--- config.mk ---
export PLATFORM = sky130hd
export DESIGN_NAME = two_wire_handshake_link_port_top
export DESIGN_NICKNAME = d
export VERILOG_FILES = /design/src/hdl/twhl_pkg.sv /design/src/hdl/two_wire_handshake_link_port_top.sv
export SDC_FILE = /design/constraint.sdc
export NUM_CORES = 1
export LEC_CHECK = 0
export ABC_AREA = 1
export ABC_CLOCK_PERIOD_IN_PS = 2300
export BUFFER_PORTS_ARGS = -buffer_cell sky130_fd_sc_hd__buf_2
export CAP_MARGIN = 5
export CELL_PAD_IN_SITES_DETAIL_PLACEMENT = 0
export CELL_PAD_IN_SITES_GLOBAL_PLACEMENT = 1
export CORE_MARGIN = 2
export CORE_UTILIZATION = 43
export DETAILED_ROUTE_END_ITERATION = 16
export MAX_ROUTING_LAYER = met4
export PLACE_DENSITY_LB_ADDON = 0.08
export SLEW_MARGIN = 10
export SYNTH_ARGS = -nofsm -noshare
export SYNTH_HDL_FRONTEND = slang
export SYNTH_SLANG_ARGS = --single-unit
--- constraint.sdc ---
create_clock -name clk_i -period 2.3 [get_ports clk_i]
set_clock_uncertainty 0.05 [all_clocks]
set_input_delay 0.46 -clock clk_i [delete_from_list [all_inputs] [get_ports clk_i]]
set_output_delay 0.46 -clock clk_i [all_outputs]
set_load 0.1 [all_outputs]
--- src/hdl/twhl_pkg.sv ---
// Shared types and codes for the two-wire handshake link port.
package twhl_pkg;

  // Transaction kinds carried on the input tuser field
  typedef enum logic [1:0] {
    ACT_TICK = 2'd0,
    ACT_SEND = 2'd1,
    ACT_RECV = 2'd2
  } action_e;

  // Transfer mode of the port
  typedef enum logic [1:0] {
    MODE_IDLE = 2'd0,
    MODE_SEND = 2'd1,
    MODE_RECV = 2'd2
  } mode_e;

  localparam int unsigned ByteW = 8;
  localparam int unsigned BitIdxW = 3;
  localparam logic [BitIdxW-1:0] LastBit = 3'd7;
  localparam int unsigned InDataW = 16;
  localparam int unsigned OutDataW = 16;

  // One result transaction, first field in the highest bits
  typedef struct packed {
    logic             busy_res;
    logic             tx_done;
    logic             rx_done;
    logic [ByteW-1:0] rx_byte;
    logic             white_pull_low;
    logic             red_pull_low;
  } result_t;

endpackage

--- src/hdl/two_wire_handshake_link_port_top.sv ---
// Two-wire handshake link port: bit-level send/receive controller with stream ports.
// Throughput: one transaction per cycle while the skid slot is empty; all per-step work
// is a single combinational pass between the state registers and the result register,
// and a one-entry skid slot keeps s_axis_tready high while one finished result waits on
// a stalled m_axis. Each result is registered in the output slot or the skid slot.
// Reset: rst_ni clears link state, drives, received byte and both output slots at once.
module two_wire_handshake_link_port_top (
  input  logic        clk_i,
  input  logic        rst_ni,
  // Input stream
  input  logic        s_axis_tvalid,
  output logic        s_axis_tready,
  input  logic [15:0] s_axis_tdata,  // [7:0] tx_byte, [8] red_level, [9] white_level
  input  logic [1:0]  s_axis_tuser,  // [1:0] action
  // Result stream
  output logic        m_axis_tvalid,
  input  logic        m_axis_tready,
  output logic [15:0] m_axis_tdata   // [0] red_pull_low, [1] white_pull_low,
                                     // [9:2] rx_byte, [10] rx_done, [11] tx_done,
                                     // [12] busy_res
);
  import twhl_pkg::*;

  // Link state
  mode_e              mode_q, mode_d;
  logic               phase_q, phase_d;
  logic [BitIdxW-1:0] bit_idx_q, bit_idx_d;
  logic [ByteW-1:0]   shift_q, shift_d;
  logic               cur_bit_q, cur_bit_d;
  logic               drv_red_q, drv_red_d;
  logic               drv_white_q, drv_white_d;
  logic [ByteW-1:0]   rx_hold_q, rx_hold_d;

  // Output slot and skid slot
  logic    out_valid_q, skid_valid_q;
  result_t out_q, skid_q, res_d;

  logic             in_acc, out_take;
  action_e          action;
  logic [ByteW-1:0] tx_byte;
  logic             red_lvl, white_lvl;
  logic             idle, ack, rel_line, rx_done, tx_done;
  logic [BitIdxW-1:0] idx_inc;

  assign in_acc    = s_axis_tvalid && s_axis_tready;
  assign out_take  = m_axis_tvalid && m_axis_tready;
  assign action    = action_e'(s_axis_tuser);
  assign tx_byte   = s_axis_tdata[ByteW-1:0];
  assign red_lvl   = s_axis_tdata[ByteW];
  assign white_lvl = s_axis_tdata[ByteW+1];
  assign idx_inc   = bit_idx_q + BitIdxW'(1);

  // Next link state for one step
  always_comb begin
    mode_d      = mode_q;
    phase_d     = phase_q;
    bit_idx_d   = bit_idx_q;
    shift_d     = shift_q;
    cur_bit_d   = cur_bit_q;
    drv_red_d   = drv_red_q;
    drv_white_d = drv_white_q;
    rx_hold_d   = rx_hold_q;
    rx_done     = 1'b0;
    tx_done     = 1'b0;
    idle        = (mode_q != MODE_SEND) && (mode_q != MODE_RECV);
    ack         = cur_bit_q ? red_lvl : white_lvl;
    rel_line    = cur_bit_q ? white_lvl : red_lvl;

    if (idle && action == ACT_SEND) begin
      // Load the byte and drive its first bit
      mode_d      = MODE_SEND;
      bit_idx_d   = '0;
      shift_d     = tx_byte;
      cur_bit_d   = tx_byte[0];
      drv_red_d   = !tx_byte[0];
      drv_white_d = tx_byte[0];
      phase_d     = 1'b0;
    end else if (idle && action == ACT_RECV) begin
      mode_d      = MODE_RECV;
      bit_idx_d   = '0;
      shift_d     = '0;
      cur_bit_d   = 1'b0;
      phase_d     = 1'b0;
      drv_red_d   = 1'b0;
      drv_white_d = 1'b0;
    end else if (mode_q == MODE_SEND) begin
      if (!phase_q) begin
        // Wait for the acknowledging line to go low, then release
        if (!ack) begin
          drv_red_d   = 1'b0;
          drv_white_d = 1'b0;
          phase_d     = 1'b1;
        end
      end else if (ack) begin
        if (bit_idx_q == LastBit) begin
          mode_d    = MODE_IDLE;
          phase_d   = 1'b0;
          bit_idx_d = '0;
          tx_done   = 1'b1;
        end else begin
          // Advance to the next bit and drive it
          bit_idx_d = idx_inc;
          cur_bit_d = shift_q[idx_inc];
          if (shift_q[idx_inc]) begin
            drv_white_d = 1'b1;
          end else begin
            drv_red_d = 1'b1;
          end
          phase_d = 1'b0;
        end
      end
    end else if (mode_q == MODE_RECV) begin
      if (!phase_q) begin
        // Answer the first line that goes low; red wins a tie
        if (!red_lvl) begin
          cur_bit_d   = 1'b0;
          drv_white_d = 1'b1;
          phase_d     = 1'b1;
        end else if (!white_lvl) begin
          cur_bit_d = 1'b1;
          drv_red_d = 1'b1;
          phase_d   = 1'b1;
        end
      end else if (rel_line) begin
        // Sender released its line: drop our pull and shift the bit in
        drv_red_d   = 1'b0;
        drv_white_d = 1'b0;
        shift_d     = shift_q | (ByteW'(cur_bit_q) << bit_idx_q);
        phase_d     = 1'b0;
        if (bit_idx_q == LastBit) begin
          rx_hold_d = shift_d;
          mode_d    = MODE_IDLE;
          bit_idx_d = '0;
          rx_done   = 1'b1;
        end else begin
          bit_idx_d = idx_inc;
        end
      end
    end

    res_d.red_pull_low   = drv_red_d;
    res_d.white_pull_low = drv_white_d;
    res_d.rx_byte        = rx_hold_d;
    res_d.rx_done        = rx_done;
    res_d.tx_done        = tx_done;
    res_d.busy_res       = (mode_d == MODE_SEND) || (mode_d == MODE_RECV);
  end

  // Commit link state on each accepted transaction
  always_ff @(posedge clk_i or negedge rst_ni) begin
    if (!rst_ni) begin
      mode_q      <= MODE_IDLE;
      phase_q     <= 1'b0;
      bit_idx_q   <= '0;
      shift_q     <= '0;
      cur_bit_q   <= 1'b0;
      drv_red_q   <= 1'b0;
      drv_white_q <= 1'b0;
      rx_hold_q   <= '0;
    end else if (in_acc) begin
      mode_q      <= mode_d;
      phase_q     <= phase_d;
      bit_idx_q   <= bit_idx_d;
      shift_q     <= shift_d;
      cur_bit_q   <= cur_bit_d;
      drv_red_q   <= drv_red_d;
      drv_white_q <= drv_white_d;
      rx_hold_q   <= rx_hold_d;
    end
  end

  // Output register with skid slot
  always_ff @(posedge clk_i or negedge rst_ni) begin
    if (!rst_ni) begin
      out_valid_q  <= 1'b0;
      skid_valid_q <= 1'b0;
    end else if (out_take || !out_valid_q) begin
      if (skid_valid_q) begin
        out_valid_q  <= 1'b1;
        skid_valid_q <= 1'b0;
      end else begin
        out_valid_q <= in_acc;
      end
    end else if (in_acc) begin
      skid_valid_q <= 1'b1;
    end
  end

  // Result payloads
  always_ff @(posedge clk_i) begin
    if (out_take || !out_valid_q) begin
      if (skid_valid_q) begin
        out_q <= skid_q;
      end else if (in_acc) begin
        out_q <= res_d;
      end
    end else if (in_acc) begin
      skid_q <= res_d;
    end
  end

  assign s_axis_tready = !skid_valid_q;
  assign m_axis_tvalid = out_valid_q;
  assign m_axis_tdata  = {(OutDataW - $bits(result_t))'(0), out_q};

  // Never pull both wires at once
  assert property (@(posedge clk_i) disable iff (!rst_ni)
    !(drv_red_q && drv_white_q))
    else $error("both wires pulled low");

  // Skid slot is only filled behind a held output
  assert property (@(posedge clk_i) disable iff (!rst_ni)
    skid_valid_q |-> out_valid_q)
    else $error("skid slot filled with empty output register");

  // An idle port releases both wires
  assert property (@(posedge clk_i) disable iff (!rst_ni)
    (mode_q == MODE_IDLE) |-> (!drv_red_q && !drv_white_q))
    else $error("wire pulled while idle");

  // A completed byte always ends the transfer
  assert property (@(posedge clk_i) disable iff (!rst_ni)
    (out_valid_q && (out_q.tx_done || out_q.rx_done)) |-> !out_q.busy_res)
    else $error("done reported while still busy");

endmodule

Word-level counts from Yosys, hierarchy flattened
Index checks and enable logic that the tools add are counted.

Input port bits: 22. Word-level logic and storage cells: 162. Register bits: 53. Output and inout bits: 18.

Add/subtract/negate cells: 1. Muxes and demuxes: 96. Bitwise logic cells: 2. Reduce and logical (&&, ||, !) cells: 23. Equal/unequal tests: 16. Shift-type cells: 1. $lt $le $gt $ge: 1.

Operators by type and width (number): two-way mux 8 bit (13); two-way mux 1 bit (62); two-way mux 3 bit (9); two-way mux 13 bit (2); two-way mux 2 bit (9); inequality test 4 bit, second input constant (4); nonzero test 3 bit (3); OR 8 bit (1); nonzero test 4 bit (2); left shift 1 x 3 -> 8 bit (1); AND reduction 7 bit (1); equality test 2 x 1 -> 1 bit, second input constant (3); equality test 2 bit, second input constant (3); inequality test 6 bit, second input constant (1); AND reduction 2 bit (3); AND reduction 6 bit (1); logical AND 1 bit (5); AND reduction 5 bit (1); less-than comparator 3 x 4 -> 1 bit, second input constant (1); inequality test 4 x 1 -> 1 bit, second input constant (1); nonzero test 2 bit (2); adder 3 x 1 -> 3 bit, second input constant (1); binary-select mux 1 bit (select 3 bit) (1); equality test 3 bit, second input constant (1); other kinds (6) (9).

Longest topological paths before layout
Gate-level depths: netlist (run 1).

Word-level depth: 12. Depth in mapped cells: 12. Mapped depth without buffers: 12.

Worst setup path before layout (run 1)
OpenSTA, ideal clock, no wires.

Path type: reg2reg. Start: reg out_valid_q, in the netlist m_axis_tvalid. End: reg skid_q[0] (netlist bit) (enable). Arrival: 1.774 ns. Data required time: 1.868 ns. Slack: 0.094 ns. Setup time: 0.382 ns. Clock period less this slack: 2.206 ns. Stages on the path, launching flop included: 5. Buffers on the path: 0. Cell sequence: dfrtp_1 > inv_1 > nor2_1 > inv_1 > nor2_1.

Word-level cells in the longest chain between the ends: 4. Elaborated cells between the ends (all ways): 5. Classes of those cells: 1 x bitwise; 4 x reduce/logical.

RTL lines: from (decl) (line two_wire_handshake_link_port_top.sv:35) `logic out_valid_q, skid_valid_q;`; from (signal assigned) (line two_wire_handshake_link_port_top.sv:182) `out_valid_q <= in_acc;`; logical AND 1 bit / logical NOT 1 bit (equally long branches) (line two_wire_handshake_link_port_top.sv:46, two_wire_handshake_link_port_top.sv:191); logical OR 1 bit (*) (line two_wire_handshake_link_port_top.sv:191) `if (out_take || !out_valid_q) begin`; inverter 1 bit (no source line) (*); AND reduction 2 bit (no source line) (*); to (signal assigned) (line two_wire_handshake_link_port_top.sv:198) `skid_q <= res_d;`; to (decl) (line two_wire_handshake_link_port_top.sv:36) `result_t out_q, skid_q, res_d;`.

Every way passes the cells marked *; elsewhere a longest branch is shown, timed or not. A chain may end at the register's enable or synchronous reset.

Worst setup path in the final report (run 1)
Start: reg mode_q[0]. End: reg shift_q[2].

Word-level cells in the longest chain between the ends: 5. Elaborated cells between the ends (all ways): 14. Classes of those cells: 5 x eq/ne; 2 x mux; 7 x reduce/logical.

RTL lines: from (decl) (line two_wire_handshake_link_port_top.sv:25) `mode_e mode_q, mode_d;`; from (signal assigned) (line two_wire_handshake_link_port_top.sv:161) `mode_q <= mode_d;`; inequality test 2 x 1 -> 1 bit / inequality test 2 bit (equally long branches) (line two_wire_handshake_link_port_top.sv:65) `idle = (mode_q != MODE_SEND) && (mode_q != MODE_RECV);`; logical AND 1 bit (line two_wire_handshake_link_port_top.sv:65); logical AND 1 bit, on equally long branches (line two_wire_handshake_link_port_top.sv:69, two_wire_handshake_link_port_top.sv:78); inequality test 3 bit (no source line) (tied with other cells); AND reduction 5 bit (no source line) / two-way mux 8 bit (equally long branches); to (signal assigned) (line two_wire_handshake_link_port_top.sv:164) `shift_q <= shift_d;`; to (decl) (line two_wire_handshake_link_port_top.sv:28) `logic [ByteW-1:0] shift_q, shift_d;`.

Parallel ways exist; a longest one is shown, timed or not.

==> metrics.md, run 1 <==
| Metric | Value |
|---|---|
| Total GRT Usage | roughly 17% |
| Combinational fraction of design power | 49.2% |
| CP Launch Type | flip-flop |
| Flop pwr share | 37.1% |
| Top_reg_cell synth | dfrtp_1 |
| Max Cap Viol | 0 |
| CTS Buf Count | 5 |
| Clk pwr share | between 10% and 20% |
| Cell taking the most area after synthesis | edfxtp_1 |
| First-pass GRT wire length | 9960 um |
| Post-CTS setup buffers | 0 |
| P_int | a little over 2 mW |
| Initial antenna violation count | 0 |
| Post-CTS sizing | 0 |
| Worst Max-Slew Pin Slew | 0.661 ns |
| Vias per inst | 4.85 |
| Hpwl dp | roughly 4400 um |
| Core area | around 6700 um2 |
| CP max FO | 11 |
| Cells after synthesis | approximately 350 |
| Vias | 2,275 |
| Drt wl/cell | ~13 um |
| Post-synthesis average cell area | about 8.3 um2 |
| Count leader, synth | nand2_1 |
| P_leak | around 1.6 nW |
| Power Total | roughly 3.9 mW |
| Crit-path cells | inv_1 > ha_1 > nand3_4 > nand2_4 > inv_2 > a21oi_4 > buf_4 > nor2_1 > a31oi_1 |
| Sw Share | around 47% |
| Layout cells sized above 1 | 20.1% |
| TNS Setup | 0 ns |
| Synth top cells by count | nand2_1 (114), inv_1 (41), dfrtp_1 (27) |
| Slew HR | a little under three fifths |
| RSZ-0062 raised after global routing | false |
| Detailed Route WL | around 5900 um |
| Worst EP required | ~2.5 ns |
| Asr flop ratio synth | approximately half |
| Net Switching | between 1.5 and 2 mW |
| CP Class | reg -> reg |
| Skew-Pair Late Insertion Delay | between 0.3 and 0.4 ns |
| Synthesis Warnings | 0 |
| Clock-pin slew on the worst setup and hold paths | 0.10 ns |
| Die area | about 7500 um2 |
| CTS tree | done |
| Nets | between 400 and 500 |
| DR pass1 iterations | 4 |
| Die Y | 86.6 um |
| Antenna Nets Post-Route | 0 |
| Top-area cell type share of the netlist area | a little over a quarter |
| GRT Residual Overflow | 0 |
| Cell area after synthesis | between 2000 and 3000 um2 |
| Largest net degree at the start of global routing | 28 |
| Final worst slack | about 0.21 ns |
| Critical Path End Type | flip-flop |
| Final setup fails | 0 |
| Post-synthesis register bit count | 53 |
| Pins over their slew limit | 0 |
| Final core utilization | just under 50% |
| Fin crit share | roughly nine tenths |
| CTS hold repair buffers | 0 |
| Fin crit period | 2.09 ns |
| Final Hold Violating Endpoints | 0 |
| Clk sink count | 53 |
| Placer Congestion | between 0.8 and 0.9 |
| Cell variety after synth | 32 |
| EDFF count, synth | 26 |
| Chip width | 86.6 um |
| Worst hold slack | about 0.12 ns |
| Root Buffer | clkbuf_8 |
| Slowest-stage cell, CP | dfrtp_1 |
| Metal-1 WL | a little over 3000 um |
| Met3 wire len | ~190 um |
| Peak supply drop | approximately 0.48 mV |
| Synth area leaders | edfxtp_1 (27%), dfrtp_1 (23%), nand2_1 (15%) |
| Pre-CTS WS | 0.176 ns |
| Pwr dens | between 1000 and 1500 nW/um2 |
| Outcome | complete, no violations |
| Area grow syn2layout | 11.4% |
| H-tree Lvls | 2 |
| Metal2 WL | 2620 um |
| Worst Path Arrival | approximately 2.3 ns |
| Hold Path Class | in -> async |
| Site row count | 30 |
| Achievable frequency | 479 MHz |
| Ant diodes | 0 |
| Initial core utilization | a little over two fifths |
| Remaining DRCs | 0 |
| Port buffer count | 30 |
| Max incr delay on CP | between 0.4 and 0.5 ns |
| DR iter-0 viols | 143 |
| Vias in the first global route | approximately 2,100 |
| Register area share after synthesis | 49.7% |
| Boundary Pins | 40 |
| Top sig layer | met4 |
| Maximum root-to-sink buffer count | 2 |
-- placed cells by master (no fill, tap or decap), drive strengths merged --
cell,synthesis,routed
dfrtp,27,27
o31ai,1,1
a31oi,2,2
nand2,122,122
nand3,22,22
nor2,25,25
ha,6,6
edfxtp,26,26
clkinv,0,1
conb,1,3
nand3b,2,2
nand4,2,2
clkinvlp,0,1
clkbuf,3,5
inv,44,45
a22oi,3,3
and2,1,1
o21ai,40,40
buf,11,41
a21oi,14,14
-- final timing paths --
kind | slack [ns] | cells past startpoint | endpoint | startpoint
max in group asynchronous | 1.65 | 1 | m_axis_tvalid | rst_ni
setup / recovery | 0.21 | 9 | shift_q[2] | mode_q[0]
hold reg to reg | 0.44 | 2 | rx_hold_q[1] | rx_hold_q[1]
setup reg to reg | 0.21 | 9 | shift_q[2] | mode_q[0]
min in group clk_i | 0.34 | 3 | m_axis_tvalid | s_axis_tvalid
hold / removal | 0.12 | 1 | cur_bit_q | rst_ni
-- critical path: cells and delay by family, from the launching register on --
family | cells | cell delay (ns)
DFF | 1 | 0.44
AOI/OAI and AO/OA | 2 | 0.36
and+or+nand+nor | 3 | 0.38
adders and majority gates | 1 | 0.39
buffers and inverters | 3 | 0.40
-- area by class of cell --
cell class                 instances  area, um2
sequential                        53       1460
multi-input combinational        243       1210
inverter                          44        165
tap                               80        100
clock inverter                     3       21.3
clock buffer                       5       68.8
timing repair buffer              41        245
fill                             679       3410
-- through the flow --
step           area, um2  std cells
6_report            3270        469
5_1_grt             3270        469
4_1_cts             3250        466
3_5_place_dp        3160        458
3_3_place_gp        3160        458
2_1_floorplan       2940        354
-- registers in the layout, indices dropped and copies added (netlist names) --
signal / count
mode_q: 2
skid_valid_q: 1
cur_bit_q: 1
bit_idx_q: 3
phase_q: 1
drv_red_q: 1
skid_q: 13
drv_white_q: 1
m_axis_tdata: 13
rx_hold_q: 8
shift_q: 8
m_axis_tvalid: 1
-- cell families (layout without fill, tap and decap cells) --
family                     Yosys count  after routing  synth area share (%)
and+or+nand+nor                    174            174                  25.9
AOI/OAI and AO/OA                   60             60                  12.5
DFF                                 53             53                  49.7
other                                1              3                 0.128
buffers and inverters               58             93                  9.30
adders and majority gates            6              6                  2.56
-- power groups by stage --
stage	registers [mW]	logic, mW	clock network, mW
CTS	1.44	1.92	0.559
floorplan	1.69	1.31	0
global route	1.48	2.15	0.602
finish	1.45	1.92	0.534
detailed placement	1.46	1.91	0
global placement	1.46	1.90	0
-- routing by layer --
layer | GRT usage, % | up-vias
met5 | - | -
met4 | 3.98 | 0
met3 | 3.14 | 5
met2 | 26.6 | 49
met1 | 24.3 | 1025
li1 | - | 1196
Note: power is estimated with default switching activity, not from simulation.
==> run 2, diff against run 1 <==
ABC_CLOCK_PERIOD_IN_PS = 2200   (was 2300)
clock period = 2.2 ns   (was 2.3 ns; I/O delays follow)
==> run 2 against run 1 <==
Against the previous run: final cell count grew 0.43%; largest power group unchanged; maximum frequency grew 5.0%; first-iteration DRC count shrank 15%; register-to-register slack is essentially flat; die area is the same; hold slack lost 0.019 ns; final area grew 0.88%; largest cell class unchanged; via count grew 1.8%; sequential share of layout area shrank 0.35 points.
==> metrics.md, run 2 (synthesis results as in run 1) <==
| Metric | Value |
|---|---|
| TNS Setup | 0 ns |
| Fin crit period | roughly 2.0 ns |
| Ant diodes | 0 |
| Critical Path End Type | flip-flop |
| Skew-Pair Late Insertion Delay | approximately 0.31 ns |
| Clock-pin slew on the worst setup and hold paths | 0.10 ns |
| Initial core utilization | between 40% and 50% |
| GRT Residual Overflow | 0 |
| Core area | about 6700 um2 |
| Pre-CTS WS | approximately 0.14 ns |
| CTS tree | done |
| Nets | roughly 420 |
| Power Total | between 4 and 5 mW |
| DR iter-0 viols | about 120 |
| Chip width | slightly below 90 um |
| Die area | 7500 um2 |
| Total GRT Usage | between 10% and 20% |
| Slew HR | 55.1% |
| CP Class | reg -> reg |
| Site row count | 30 |
| Area grow syn2layout | 12.4% |
| CTS hold repair buffers | 0 |
| Max incr delay on CP | around 0.46 ns |
| Hold Path Class | in -> async |
| Fin crit share | slightly above 90% |
| Final setup fails | 0 |
| Port buffer count | 30 |
| Slowest-stage cell, CP | dfrtp_1 |
| Cell family with most CP delay | simple AND/OR/NAND/NOR gates |
| Clk sink count | 53 |
| Most common cell after layout, fill and taps aside | nand2_1 |
| Vias per inst | between 4 and 5 |
| Layout cells sized above 1 | 20.7% |
| Remaining DRCs | 0 |
| Root Buffer | clkbuf_8 |
| Highest-count cells in the layout ignoring fill and taps | nand2_1 (114), inv_1 (41), buf_2 (30) |
| Drt wl/cell | ~13 um |
| Max Cap Viol | 0 |
| Maximum root-to-sink buffer count | 2 |
| CP Launch Type | flip-flop |
| Achievable frequency | roughly 500 MHz |
| CP max FO | 9 |
| Detailed Route WL | approximately 6200 um |
| H-tree Lvls | 2 |
| Worst EP required | approximately 2.4 ns |
| Boundary Pins | 40 |
| Peak supply drop | around 0.45 mV |
| Outcome | complete, no violations |
| Die Y | between 80 and 90 um |
| Placer Congestion | about 0.83 |
| Worst Max-Slew Pin Slew | between 0.6 and 0.7 ns |
| P_leak | between 1.5 and 2 nW |
| Final worst slack | between 0.2 and 0.25 ns |
| Worst Path Buf+Inv | 0 |
| Vias | ~2,300 |
| DR pass1 iterations | 4 |
| Cell repeated most along the worst path | o21ai_1 |
| Antenna Nets Post-Route | 0 |
| Initial antenna violation count | 0 |
| Worst Path Arrival | 2.14 ns |
| Vias in the first global route | about 2,200 |
| RSZ-0062 raised after global routing | false |
| Pwr dens | roughly 1300 nW/um2 |
| Largest net degree at the start of global routing | 28 |
| Final Hold Violating Endpoints | 0 |
| Crit-path cells | ha_1 > nand3_2 > nand2_4 > o21ai_1 > nor2_2 > nand4_2 > nand2_1 > o21ai_1 |
| Pins over their slew limit | 0 |
| Hpwl dp | around 4600 um |
| First-pass GRT wire length | 10,600 um |
| CTS Buf Count | 5 |
==> run 2: repair_timing <==
item,CTS,global route
resized for setup,0,1
setup endpoints to repair,0,3
setup buffers,0,0
==> run 2: layout make-up <==
class                   count  area [um2]
flip-flops and latches     53        1460
clock buffers               6        72.6
well taps                  80         100
repair buffers             43         273
inverters                  44         165
clock inverters             2        15.0
multi-input cells         243        1210
fillers                   682        3380
==> run 2: final timing paths <==
| check | startpoint | to | slack, ns | cells after the start |
|---|---|---|---|---|
| setup / recovery | mode_q[1] | bit_idx_q[0] | 0.21 | 8 |
| hold / removal | rst_ni | cur_bit_q | 0.10 | 1 |
| setup reg to reg | mode_q[1] | bit_idx_q[0] | 0.21 | 8 |
| hold reg to reg | rx_hold_q[5] | rx_hold_q[5] | 0.44 | 2 |
| max in group asynchronous | rst_ni | m_axis_tvalid | 1.52 | 1 |
| min in group clk_i | s_axis_tvalid | m_axis_tvalid | 0.33 | 3 |
==> run 2: power by group <==
part | switching (mW) | total [mW] | internal, mW
combinational | 1.42 | 2.08 | 0.654
clock | 0.335 | 0.560 | 0.225
sequential | 0.184 | 1.50 | 1.32
==> run 2: layer usage <==
metal  global-route usage (%)  routed length (um)  part of all wire [%]
met1                     25.1                3050                    50
met2                     28.5                2810                    46
met3                     3.43                 185                   3.0
met4                     5.68                 110                   1.8
met5                        -                   0                     0
==> run 2: metrics by stage <==
stage	hold slack [ns]	utilization (%)	std cells	area (um2)
after global routing	0.140	49.3	471	3300
after detailed placement	0.420	48.0	463	3210
final	0.103	49.3	471	3300
after global placement	0.412	48.0	463	3210
after CTS	0.132	49.3	471	3290
after floorplan	0.0944	-	354	2940
==> run 2: worst register-to-register path, stage by stage, from the launching register on <==
cell	delay, ns
dfrtp_1	0.46
ha_1	0.40
nand3_2	0.16
nand2_4	0.17
o21ai_1	0.11
nor2_2	0.17
nand4_2	0.20
nand2_1	0.10
o21ai_1	0.07
